<file path="config.mk">
export PLATFORM = sky130hd
export DESIGN_NAME = romaji_to_kana_longest_match
export DESIGN_NICKNAME = d
export VERILOG_FILES = /design/src/design/r2k_pkg.sv /design/src/design/r2k_match.sv /design/src/design/romaji_to_kana_longest_match.sv
export SDC_FILE = /design/constraint.sdc
export NUM_CORES = 1
export LEC_CHECK = 0
export BUFFER_PORTS_ARGS = -buffer_cell sky130_fd_sc_hd__buf_4
export CAP_MARGIN = 5
export CORE_ASPECT_RATIO = 1.25
export CORE_MARGIN = 5
export CORE_UTILIZATION = 30
export DETAILED_ROUTE_END_ITERATION = 10
export GPL_TIMING_DRIVEN = 0
export PLACE_DENSITY = 0.49
export SKIP_CTS_REPAIR_TIMING = 1
export SLEW_MARGIN = 20
export SYNTH_ARGS = -nofsm -noshare
export SYNTH_HDL_FRONTEND = slang
export SYNTH_SLANG_ARGS = --single-unit
</file>
<file path="constraint.sdc">
create_clock -name clk -period 5.5 [get_ports clk]
set_clock_uncertainty 0.2 [all_clocks]
set_input_delay 0.825 -clock clk [delete_from_list [all_inputs] [get_ports clk]]
set_output_delay 0.825 -clock clk [all_outputs]
set_load 0.02 [all_outputs]
</file>
<file path="src/design/r2k_pkg.sv">
// Package: constants and table lookup for the romaji-to-kana block.
package r2k_pkg;

  localparam logic [15:0] KANA_N      = 16'h3093;
  localparam logic [15:0] KANA_SOKUON = 16'h3063;
  localparam logic [15:0] CH_APOS     = 16'h0027;
  localparam logic [15:0] CH_A        = 16'h0061;
  localparam logic [15:0] CH_Z        = 16'h007A;
  localparam logic [15:0] CH_N        = 16'h006E;
  localparam logic [15:0] CH_Y        = 16'h0079;

  // Rule that overrides the table lookup.
  localparam logic [1:0] RULE_NONE   = 2'd0;
  localparam logic [1:0] RULE_NN     = 2'd1;
  localparam logic [1:0] RULE_NC     = 2'd2;
  localparam logic [1:0] RULE_SOKUON = 2'd3;

  typedef logic [7:0] letter_t;

  // Match result of one lookup.
  typedef struct packed {
    logic [2:0]  len;
    logic [15:0] k0;
    logic [15:0] k1;
  } hit_t;

  function automatic logic is_cons(input logic [15:0] c);
    logic v;
    begin
      v = (c == 16'h61) || (c == 16'h69) || (c == 16'h75) || (c == 16'h65) || (c == 16'h6F);
      return (c >= CH_A) && (c <= CH_Z) && !v;
    end
  endfunction

  // Single-letter entries (vowels).
  function automatic hit_t look1(input letter_t a);
    hit_t h;
    begin
      h = '0;
      case (a)
        "a": h = '{3'd1, 16'h3042, 16'h0};
        "i": h = '{3'd1, 16'h3044, 16'h0};
        "u": h = '{3'd1, 16'h3046, 16'h0};
        "e": h = '{3'd1, 16'h3048, 16'h0};
        "o": h = '{3'd1, 16'h304A, 16'h0};
        default: h = '0;
      endcase
      return h;
    end
  endfunction

  function automatic hit_t look2(input letter_t a, input letter_t b);
    hit_t h;
    begin
      h = '0;
      h.len = 3'd2;
      case ({a, b})
        "ka": h.k0 = 16'h304B; "ki": h.k0 = 16'h304D; "ku": h.k0 = 16'h304F;
        "ke": h.k0 = 16'h3051; "ko": h.k0 = 16'h3053;
        "ga": h.k0 = 16'h304C; "gi": h.k0 = 16'h304E; "gu": h.k0 = 16'h3050;
        "ge": h.k0 = 16'h3052; "go": h.k0 = 16'h3054;
        "sa": h.k0 = 16'h3055; "si": h.k0 = 16'h3057; "su": h.k0 = 16'h3059;
        "se": h.k0 = 16'h305B; "so": h.k0 = 16'h305D;
        "za": h.k0 = 16'h3056; "zi": h.k0 = 16'h3058; "ji": h.k0 = 16'h3058;
        "zu": h.k0 = 16'h305A; "ze": h.k0 = 16'h305C; "zo": h.k0 = 16'h305E;
        "ta": h.k0 = 16'h305F; "ti": h.k0 = 16'h3061; "tu": h.k0 = 16'h3064;
        "te": h.k0 = 16'h3066; "to": h.k0 = 16'h3068;
        "da": h.k0 = 16'h3060; "di": h.k0 = 16'h3062; "du": h.k0 = 16'h3065;
        "de": h.k0 = 16'h3067; "do": h.k0 = 16'h3069;
        "na": h.k0 = 16'h306A; "ni": h.k0 = 16'h306B; "nu": h.k0 = 16'h306C;
        "ne": h.k0 = 16'h306D; "no": h.k0 = 16'h306E;
        "ha": h.k0 = 16'h306F; "hi": h.k0 = 16'h3072; "hu": h.k0 = 16'h3075;
        "fu": h.k0 = 16'h3075; "he": h.k0 = 16'h3078; "ho": h.k0 = 16'h307B;
        "ba": h.k0 = 16'h3070; "bi": h.k0 = 16'h3073; "bu": h.k0 = 16'h3076;
        "be": h.k0 = 16'h3079; "bo": h.k0 = 16'h307C;
        "pa": h.k0 = 16'h3071; "pi": h.k0 = 16'h3074; "pu": h.k0 = 16'h3077;
        "pe": h.k0 = 16'h307A; "po": h.k0 = 16'h307D;
        "ma": h.k0 = 16'h307E; "mi": h.k0 = 16'h307F; "mu": h.k0 = 16'h3080;
        "me": h.k0 = 16'h3081; "mo": h.k0 = 16'h3082;
        "ya": h.k0 = 16'h3084; "yu": h.k0 = 16'h3086; "yo": h.k0 = 16'h3088;
        "ra": h.k0 = 16'h3089; "ri": h.k0 = 16'h308A; "ru": h.k0 = 16'h308B;
        "re": h.k0 = 16'h308C; "ro": h.k0 = 16'h308D;
        "wa": h.k0 = 16'h308F; "wo": h.k0 = 16'h3092;
        "ja": begin h.k0 = 16'h3058; h.k1 = 16'h3083; end
        "ju": begin h.k0 = 16'h3058; h.k1 = 16'h3085; end
        "jo": begin h.k0 = 16'h3058; h.k1 = 16'h3087; end
        "fa": begin h.k0 = 16'h3075; h.k1 = 16'h3041; end
        "fi": begin h.k0 = 16'h3075; h.k1 = 16'h3043; end
        "fe": begin h.k0 = 16'h3075; h.k1 = 16'h3047; end
        "fo": begin h.k0 = 16'h3075; h.k1 = 16'h3049; end
        "va": begin h.k0 = 16'h3094; h.k1 = 16'h3041; end
        "vi": begin h.k0 = 16'h3094; h.k1 = 16'h3043; end
        "vu": h.k0 = 16'h3094;
        "ve": begin h.k0 = 16'h3094; h.k1 = 16'h3047; end
        "vo": begin h.k0 = 16'h3094; h.k1 = 16'h3049; end
        "je": begin h.k0 = 16'h3058; h.k1 = 16'h3047; end
        "wi": begin h.k0 = 16'h3046; h.k1 = 16'h3043; end
        "we": begin h.k0 = 16'h3046; h.k1 = 16'h3047; end
        "ye": begin h.k0 = 16'h3044; h.k1 = 16'h3047; end
        "la": h.k0 = 16'h3041; "li": h.k0 = 16'h3043; "lu": h.k0 = 16'h3045;
        "le": h.k0 = 16'h3047; "lo": h.k0 = 16'h3049;
        "xa": h.k0 = 16'h3041; "xi": h.k0 = 16'h3043; "xu": h.k0 = 16'h3045;
        "xe": h.k0 = 16'h3047; "xo": h.k0 = 16'h3049;
        default: h = '0;
      endcase
      return h;
    end
  endfunction

  function automatic hit_t look3(input letter_t a, input letter_t b, input letter_t c);
    hit_t h;
    logic [15:0] y0;
    begin
      h = '0;
      h.len = 3'd3;
      y0 = 16'h0;
      // y-row contractions: consonant prefix then ya/yu/yo
      case ({a, b})
        "ky": y0 = 16'h304D; "gy": y0 = 16'h304E; "sh": y0 = 16'h3057;
        "sy": y0 = 16'h3057; "jy": y0 = 16'h3058; "zy": y0 = 16'h3058;
        "ch": y0 = 16'h3061; "ty": y0 = 16'h3061; "cy": y0 = 16'h3061;
        "dy": y0 = 16'h3062; "ny": y0 = 16'h306B; "hy": y0 = 16'h3072;
        "by": y0 = 16'h3073; "py": y0 = 16'h3074; "my": y0 = 16'h307F;
        "ry": y0 = 16'h308A;
        default: y0 = 16'h0;
      endcase
      case ({a, b, c})
        "shi": h.k0 = 16'h3057;
        "chi": h.k0 = 16'h3061;
        "tsu": h.k0 = 16'h3064;
        "she": begin h.k0 = 16'h3057; h.k1 = 16'h3047; end
        "che": begin h.k0 = 16'h3061; h.k1 = 16'h3047; end
        "tsa": begin h.k0 = 16'h3064; h.k1 = 16'h3041; end
        "tsi": begin h.k0 = 16'h3064; h.k1 = 16'h3043; end
        "tse": begin h.k0 = 16'h3064; h.k1 = 16'h3047; end
        "tso": begin h.k0 = 16'h3064; h.k1 = 16'h3049; end
        "lya", "xya": h.k0 = 16'h3083;
        "lyu", "xyu": h.k0 = 16'h3085;
        "lyo", "xyo": h.k0 = 16'h3087;
        "ltu", "xtu": h.k0 = 16'h3063;
        "lwa", "xwa": h.k0 = 16'h308E;
        default: begin
          h.k0 = y0;
          case (c)
            "a": h.k1 = 16'h3083;
            "u": h.k1 = 16'h3085;
            "o": h.k1 = 16'h3087;
            default: h.k0 = 16'h0;
          endcase
          if (h.k0 == 16'h0) h = '0;
        end
      endcase
      return h;
    end
  endfunction

endpackage

</file>
<file path="src/design/r2k_match.sv">
// Match stage: table lookups for each prefix length plus rule flags, registered.
module r2k_match (
  input  logic                clk,
  input  logic                rst_n,
  input  logic                vld_in,
  input  logic [15:0]         c0,
  input  logic [15:0]         c1,
  input  logic [15:0]         c2,
  input  logic [15:0]         c3,
  input  logic [2:0]          avail,
  output logic                vld_out,
  output r2k_pkg::hit_t       h1_r,
  output r2k_pkg::hit_t       h2_r,
  output r2k_pkg::hit_t       h3_r,
  output logic                h4_r,
  output logic [1:0]          rule_r
);
  import r2k_pkg::*;

  logic hi1, hi2, hi3, hi4;
  logic nn, nc, sk;
  logic [1:0] rule_nxt;
  logic vld_r;

  // upper bytes must be zero for any table letter
  assign hi1 = (c0[15:8] == 8'h0);
  assign hi2 = hi1 && (c1[15:8] == 8'h0);
  assign hi3 = hi2 && (c2[15:8] == 8'h0);
  assign hi4 = hi3 && (c3[15:8] == 8'h0);

  assign nn = (c0 == CH_N) && (avail >= 3'd2) && ((c1 == CH_N) || (c1 == CH_APOS));
  assign nc = (c0 == CH_N) && (avail >= 3'd2) && is_cons(c1) && (c1 != CH_Y);
  assign sk = (avail >= 3'd2) && is_cons(c0) && (c0 != CH_N) && (c1 == c0);

  always_comb begin
    if (avail == 3'd0) rule_nxt = RULE_NONE;
    else if (nn)       rule_nxt = RULE_NN;
    else if (nc)       rule_nxt = RULE_NC;
    else if (sk)       rule_nxt = RULE_SOKUON;
    else               rule_nxt = RULE_NONE;
  end

  always_ff @(posedge clk) begin
    if (!rst_n) begin
      vld_r <= 1'b0;
    end else begin
      vld_r <= vld_in;
    end
    rule_r <= rule_nxt;
    h1_r <= (hi1 && avail >= 3'd1) ? look1(c0[7:0]) : '0;
    h2_r <= (hi2 && avail >= 3'd2) ? look2(c0[7:0], c1[7:0]) : '0;
    h3_r <= (hi3 && avail >= 3'd3) ? look3(c0[7:0], c1[7:0], c2[7:0]) : '0;
    h4_r <= hi4 && (avail >= 3'd4) && ({c0[7:0], c1[7:0], c2[7:0], c3[7:0]} == "ltsu");
  end

  assign vld_out = vld_r;
endmodule

</file>
<file path="src/design/romaji_to_kana_longest_match.sv">
// Top level: romaji-to-hiragana longest-match converter, three-stage pipeline.
// Usage: drive a window of up to four UTF-16 units and avail_count (values
// above the window size or above four saturate) with start high; busy is
// never asserted, so a request is taken every cycle. Each request yields
// exactly one result, flagged by out_valid for one cycle, in order. The
// receiver cannot stall and need not: results never back up. Stage one
// registers the window, stage two looks up all prefix lengths in the constant
// table and evaluates the n/sokuon rules, stage three picks the winner.
module romaji_to_kana_longest_match #(
  parameter int WINDOW_CHARS = 4
) (
  input  logic        clk,
  input  logic        rst_n,
  input  logic        start,
  output logic        busy,
  input  logic [15:0] in_char0,
  input  logic [15:0] in_char1,
  input  logic [15:0] in_char2,
  input  logic [15:0] in_char3,
  input  logic [2:0]  in_avail_count,
  output logic        out_valid,
  output logic [2:0]  out_consumed,
  output logic [1:0]  out_kana_count,
  output logic [15:0] out_kana_first,
  output logic [15:0] out_kana_second
);
  import r2k_pkg::*;

  // Only the first four units are ever looked at, so saturation at four is
  // the same for any window size from four up.
  localparam logic [2:0] SAT = (WINDOW_CHARS > 4) ? 3'd4 : 3'(WINDOW_CHARS);

  logic        v1_r;
  logic [15:0] c0_r, c1_r, c2_r, c3_r;
  logic [2:0]  av_r, av_nxt;

  logic        v2;
  hit_t        h1, h2, h3;
  logic        h4;
  logic [1:0]  rule;

  hit_t        pick;
  logic        ov_r;
  logic [2:0]  cons_r, cons_nxt;
  logic [1:0]  kc_r, kc_nxt;
  logic [15:0] ka_r, ka_nxt, kb_r, kb_nxt;

  assign busy   = 1'b0;
  assign av_nxt = (in_avail_count > SAT) ? SAT : in_avail_count;

  // stage 1: input register
  always_ff @(posedge clk) begin
    if (!rst_n) begin
      v1_r <= 1'b0;
    end else begin
      v1_r <= start;
    end
    c0_r <= in_char0;
    c1_r <= in_char1;
    c2_r <= in_char2;
    c3_r <= in_char3;
    av_r <= av_nxt;
  end

  // stage 2: lookups
  r2k_match u_match (
    .clk(clk), .rst_n(rst_n), .vld_in(v1_r),
    .c0(c0_r), .c1(c1_r), .c2(c2_r), .c3(c3_r), .avail(av_r),
    .vld_out(v2), .h1_r(h1), .h2_r(h2), .h3_r(h3), .h4_r(h4), .rule_r(rule)
  );

  // stage 3: priority select; longest table hit wins, n/sokuon rules override it
  always_comb begin
    if (h4)                   pick = '{3'd4, KANA_SOKUON, 16'h0};
    else if (h3.len != 3'd0)  pick = h3;
    else if (h2.len != 3'd0)  pick = h2;
    else                      pick = h1;
    cons_nxt = pick.len;
    ka_nxt   = pick.k0;
    kb_nxt   = pick.k1;
    kc_nxt   = (pick.len == 3'd0) ? 2'd0 : ((pick.k1 != 16'h0) ? 2'd2 : 2'd1);
    case (rule)
      RULE_NN: begin
        cons_nxt = 3'd2; kc_nxt = 2'd1; ka_nxt = KANA_N; kb_nxt = 16'h0;
      end
      RULE_NC: begin
        cons_nxt = 3'd1; kc_nxt = 2'd1; ka_nxt = KANA_N; kb_nxt = 16'h0;
      end
      RULE_SOKUON: begin
        cons_nxt = 3'd1; kc_nxt = 2'd1; ka_nxt = KANA_SOKUON; kb_nxt = 16'h0;
      end
      default: ;
    endcase
  end

  always_ff @(posedge clk) begin
    if (!rst_n) begin
      ov_r <= 1'b0;
    end else begin
      ov_r <= v2;
    end
    cons_r <= cons_nxt;
    kc_r   <= kc_nxt;
    ka_r   <= ka_nxt;
    kb_r   <= kb_nxt;
  end

  assign out_valid       = ov_r;
  assign out_consumed    = cons_r;
  assign out_kana_count  = kc_r;
  assign out_kana_first  = ka_r;
  assign out_kana_second = kb_r;
endmodule

</file>
* Yosys cells after proc, flatten, opt, wreduce, memory -nomap -nowiden
Index checks and enable logic that the tools add are counted.
** Word-level totals
- Register bits after elaboration :: 215
- Output and inout port bits :: 39
- Logic and storage cells :: 289
** Cells by class
- $lt $le $gt $ge :: 9
- Equality and inequality tests :: 156
- Multiplexer cells :: 22
- Bitwise gates (word level) :: 1
- Reductions and logical operators :: 75
** Operator list (count)
- == test 16 x 15 -> 1 bit, second input constant :: 109
- case mux 14 bit (73 select lines) :: 1
- == test 24 x 23 -> 1 bit, second input constant :: 19
- == test 16 x 7 -> 1 bit, second input constant :: 12
- case mux 14 bit (12 select lines) :: 1
- case mux 33 bit (5 select lines) :: 1
- case mux 16 bit (8 select lines) :: 1
- 2-to-1 mux 35 bit :: 3
- case mux 14 bit (7 select lines) :: 1
- OR reduction 93 bit :: 1
- case mux 16 bit (5 select lines) :: 1
- == test 8 x 7 -> 1 bit, second input constant :: 8
- case mux 14 bit (3 select lines) :: 1
- OR reduction 2 bit :: 20
- 2-to-1 mux 34 bit :: 1
- == test 32 x 31 -> 1 bit, second input constant :: 1
- greater-or-equal comparator 16 x 7 -> 1 bit, second input constant :: 2
- <= comparator 16 x 7 -> 1 bit, second input constant :: 2
- zero test 8 bit :: 4
- != test 16 x 7 -> 1 bit, second input constant :: 2
- case mux 16 bit (2 select lines) :: 1
- OR reduction 20 bit :: 1
- logical AND 1 bit :: 19
- OR reduction 19 bit :: 1
- 25 further kinds :: 50

* Logic depth before layout (Yosys ltp)
- Depth in word-level cells :: 13
- Gate-level depth with buffers :: 10
- Depth with buffers taken out :: 7

* Hierarchy
From an unflattened synthesis, not the netlist that was laid out.
** Second synthesis, totals
- Cells, all modules :: 897
- Area, all modules :: 7344.5 µm²
** By module, submodules not included
- r2k_match :: instances 1, cells each 580, area an instance 4136.5 µm², sequential area each 800.8 µm²
- romaji_to_kana_longest_match :: instances 1, cells each 317, area an instance 3208.1 µm², sequential area each 2122.0 µm²

* Worst setup path after synthesis
No wires, ideal clock.
- Path type :: reg2reg
- Start point :: register c0_r[2]
- End point :: register u_match.h3_r[1] (netlist bit)
- Library setup time :: 0.067 ns
- Arrival time :: 1.990 ns
- Required time :: 5.233 ns
- Path slack :: 3.243 ns
- Stages on the path, launching flop included :: 9
- Path buffers :: 1
- Clock period less this slack :: 2.257 ns
- Cell sequence :: dfxtp_1 > buf_6 > nand2b_1 > o31a_1 > or4b_1 > o311a_1 > o21a_1 > or3_1 > a21oi_2
** Between the ends
- Longest elaborated chain between the ends :: 8
- Elaborated cells between the ends (all ways) :: 46
- Those cells by class :: 35 x eq/ne; 5 x mux; 6 x reduce/logical
** RTL lines
- start: declaration :: line romaji_to_kana_longest_match.sv:34 : logic [15:0] c0_r, c1_r, c2_r, c3_r;
- start signal: assignment :: line romaji_to_kana_longest_match.sv:58 : c0_r <= in_char0;
- == test 16 x 15 -> 1 bit :: line r2k_pkg.sv:118 : case ({a, b})
- OR reduction 3 bit (no source line) or OR reduction 2 bit (tied branches)
- case mux 14 bit (12 select lines) :: line r2k_pkg.sv:118
- 2-to-1 mux 14 bit :: line r2k_pkg.sv:144 : case (c)
- 2-to-1 mux 16 bit :: line r2k_pkg.sv:127 : case ({a, b, c})
- zero test 16 bit :: line r2k_pkg.sv:150 : if (h.k0 == 16'h0) h = '0;
- 2-to-1 mux 34 bit :: line r2k_pkg.sv:150
- case mux 16 bit (5 select lines) * :: line r2k_pkg.sv:127
- end signal: assignment :: line r2k_match.sv:52 : h3_r <= (hi3 && avail >= 3'd3) ? look3(c0[7:0], c1[7:0], c2[7:0]) : '0;
- end: declaration :: line r2k_match.sv:14 : output r2k_pkg::hit_t h3_r,
Mark *: on every way between the ends. The rest lies on a longest branch, timed or not. The select of a mux whose other input is x is not followed.
A chain may end at the register's enable or synchronous reset.

* Worst setup path after layout
- Start point :: register c1_r[3]
- End point :: register u_match.h2_r[33] (netlist bit)
** Between the ends
- Longest elaborated chain between the ends :: 3
- Elaborated cells between the ends (all ways) :: 95
- Those cells by class :: 93 x eq/ne; 1 x mux; 1 x reduce/logical
** RTL lines
- start: declaration :: line romaji_to_kana_longest_match.sv:34
- start signal: assignment :: line romaji_to_kana_longest_match.sv:59 : c1_r <= in_char1;
- == test 16 x 15 -> 1 bit :: line r2k_pkg.sv:57 : case ({a, b})
- OR reduction 93 bit (no source line) *
- 2-to-1 mux 2 bit * :: line r2k_pkg.sv:57
- end signal: assignment :: line r2k_match.sv:51 : h2_r <= (hi2 && avail >= 3'd2) ? look2(c0[7:0], c1[7:0]) : '0;
- end: declaration :: line r2k_match.sv:13 : output r2k_pkg::hit_t h2_r,
Mark *: on every way between the ends. The rest lies on a longest branch, timed or not.

==> summary.txt <==
Job
  – Max-Cap Viols: 0

Critical path
  – Family with the most delay on the worst path: simple AND/OR/NAND/NOR gates
  – CP Max Fanout: 10
  – Cell mode on critical path: nand2_1
  – Critical Path Slowest Stage Cell: o21ai_0
  – Max incr delay on CP: between 600 and 700 ps
  – CP bufs+invs: 1
  – Startpoint Class: flip-flop
  – Setup crit end kind: flip-flop
  – Type of the worst setup path: flip-flop to flip-flop
  – Worst-path cell chain: buf_2, and4bb_2, nand2_1, nand2_1, o21ai_0, o2111ai_1, nor4b_1, a31oi_1
  – Worst path arrival time: 3420 ps
  – Critical Path RT: about 5600 ps

Drt
  – # DRC: 0
  – WL per Instance: 18.7 µm
  – Vias/cell: 5.20
  – Final ANT Viol Nets: 0
  – DRT iter0 DRCs: 390
  – Vias: 5792
  – WL final: between 20000 and 25000 µm
  – First-pass DRT Iterations: 5

STA
  – Fmax: 298 MHz
  – Hold WS: 236 ps
  – RSZ-0062 raised after global routing: no
  – Worst slew margin: approximately a quarter
  – Minimum clock period: 3360 ps
  – Fin. Hold Viols: 0
  – Tcrit/Tclk final: between 60% and 70%
  – TNS Setup: 0 ps
  – Worst Max-Slew Pin Slew: roughly 1100 ps
  – Final setup vio count: 0
  – Max Slew Vio Count: 0

Synthesis
  – Ys async rst share: 0%
  – Netlist cell types: 78
  – Mapped Cells: 706
  – Post-synth EDFFs: 0
  – Post-synthesis sequential area ratio: about two fifths
  – Yosys top cell area share: a little over two fifths
  – Area leader, netlist: dfxtp_1
  – Synth Area per Inst: ~8.7 µm²
  – Seq cells post-synth: 129
  – Largest cells by area after synthesis: dfxtp_1 (42%), nor2_1 (4.3%), a21oi_1 (3.8%)
  – Mapped cell area: ~6200 µm²
  – Main synth FF type: dfxtp_1
  – Number of synthesis warnings: 0

Clock tree
  – Worst-Skew Late Latency: between 400 and 500 ps
  – CTS Buf Count: 17
  – Root Buffer: clkbuf_16
  – H-tree lvl count: 4
  – Clk slew on worst S/H paths: ~60 ps
  – Clk buf depth: 2
  – CTS Sinks: about 130
  – CTS tree: built

Die
  – Die W: roughly 140 µm
  – Die Height: 170 µm
  – IO Pins: about 110
  – Core box area: roughly 20000 µm²
  – FP Rows: 58
  – Die Area: 23500 µm²
  – Initial Util: just over 30%

Layout
  – Area growth syn-to-layout: 27.0%
  – Fill cells: 2129
  – Diode count: 0
  – Register area: roughly 2600 µm²
  – Finished Layout Cells: around 1100
  – Layout net count: between 900 and 1000
  – Fraction of layout cells with a size suffix above 1: a little over a fifth
  – Multi-input gate area: approximately 3300 µm²

Placement
  – Placed cell count: 1083
  – GP Congestion: roughly 1.0
  – HPWL Detailed: around 16000 µm
  – Port bufs: between 90 and 100

Global routing
  – Vias in the first global route: 5684
  – First-pass GRT wire length: 31900 µm
  – GRT Total Usage: about 17%
  – Remaining Overflow, GRT: 0
  – Largest net degree at the start of global routing: 17
  – Initial antenna violation count: 0

Power and ir drop
  – Leak: about 3.0 nW
  – Maximum vdd drop: 0.229 mV
  – Pwr Density: roughly 290 nW/µm²

Worst hold path
  – Hold WC Path Type: flip-flop to flip-flop

Status
  – Status: finished clean
## per-stage QoR
| step | setup WS [ps] | total power, mW | util (%) | cell area, µm² |
|---|---|---|---|---|
| floorplan | 3240 | 1.09 | - | 6210 |
| global placement | 2290 | 1.16 | 35.9 | 7240 |
| detailed placement | 2320 | 1.16 | 35.9 | 7240 |
| CTS | 2290 | 2.28 | 38.7 | 7820 |
| global route | 2120 | 2.34 | 38.7 | 7820 |
| finish | 2140 | 2.25 | 38.7 | 7820 |
## kinds of logic after synthesis
family                     Yosys count  synth area share [%]
other                                1                0.0609
muxes                                7                  1.18
DFF                                129                  42.0
adders and majority gates            5                  1.02
AOI/OAI and AO/OA                  167                  17.8
buffers and inverters               68                  5.96
xor gates and xnor gates            22                  3.13
and+or+nand+nor                    307                  28.9
## path summary, 6_finish.rpt
path | from | end | slack (ps) | cells past startpoint
setup / recovery | c1_r[3] | u_match.h2_r[33] | 2140 | 8
hold reg to reg | v1_r | u_match.vld_out | 240 | 1
hold / removal | v1_r | u_match.vld_out | 240 | 1
setup reg to reg | c1_r[3] | u_match.h2_r[33] | 2140 | 8
## cell usage in the layout (no fill, tap or decap), types with 5 or more instances in the layout
cell and instances:
a211oi_1 6, a21o_1 7, a21oi_1 47, a22oi_1 12
a31oi_1 10, and2_1 7, and3_1 7, buf_2 17
buf_4 113, clkbuf_1 22, clkbuf_16 17, conb_1 15
dfxtp_1 129, ha_1 5, inv_1 5, mux2i_1 5
nand2_1 53, nand2b_1 20, nand3_1 26, nand4_1 8
nor2_1 70, nor2b_1 13, nor3_1 24, nor4_1 20
o211ai_1 6, o21ai_0 29, o22ai_1 11, or3_1 8
xnor2_1 17, xor2_1 5
## routing by layer
layer	part of all wire, %	vias to the layer above	global-route usage [%]
li1	-	2812	-
met1	40	2602	20.3
met2	47	295	29.4
met3	7.2	83	3.68
met4	5.1	0	9.97
met5	0	-	0
## flip-flops by register name, indices dropped and copies added, names as in the netlist, 6 cells and up
signal	count
c0_r	16
c1_r	16
c2_r	16
c3_r	16
out_kana_first	9
out_kana_second	6
u_match.h2_r	16
u_match.h3_r	16
## cell usage after synthesis, types with 3 or more instances
library cell	instances
and2_1	7
nand3b_1	3
a41oi_1	3
nand2_1	53
o211ai_1	6
a21o_1	7
nand3_1	26
and4b_1	3
nand2b_1	20
a211oi_1	6
dfxtp_1	129
a21oi_1	47
nor4_1	20
a221oi_1	4
inv_1	5
a31oi_1	10
o22ai_1	11
nand4_1	8
nor2_1	70
or4_1	4
nor2b_1	13
nor3_1	24
and3b_1	3
and3_1	7
or3_1	8
a22oi_1	12
clkbuf_1	22
nor3_2	3
nor4b_1	3
and4bb_2	3
o31ai_1	4
o21ai_0	29
o221ai_1	4
xor2_1	5
or4b_1	3
and4_1	3
ha_1	5
mux2i_1	5
buf_2	17
xnor2_1	17
buf_4	20
## cell type report
type	instances	share of cell area (%)
multi-input combinational	523	41.7
sequential	129	33.0
timing repair buffer	93	8.93
clock buffer	17	5.44
buffer	63	4.45
tap	270	4.32
clock inverter	14	1.89
inverter	5	0.240
## worst register-to-register path, delay by kind of cell (launching register included)
family	cells	cell delay [ps]
simple gates	4	1200
compound gates	3	1090
buf+inv	1	280
flops	1	440
## where the power goes
group          switching, mW  total [mW]  internal [mW]
logic                 0.0841       0.162         0.0781
clock network          0.473        1.11          0.636
registers             0.0182       0.980          0.962
Power figures use the tool's default switching activity.
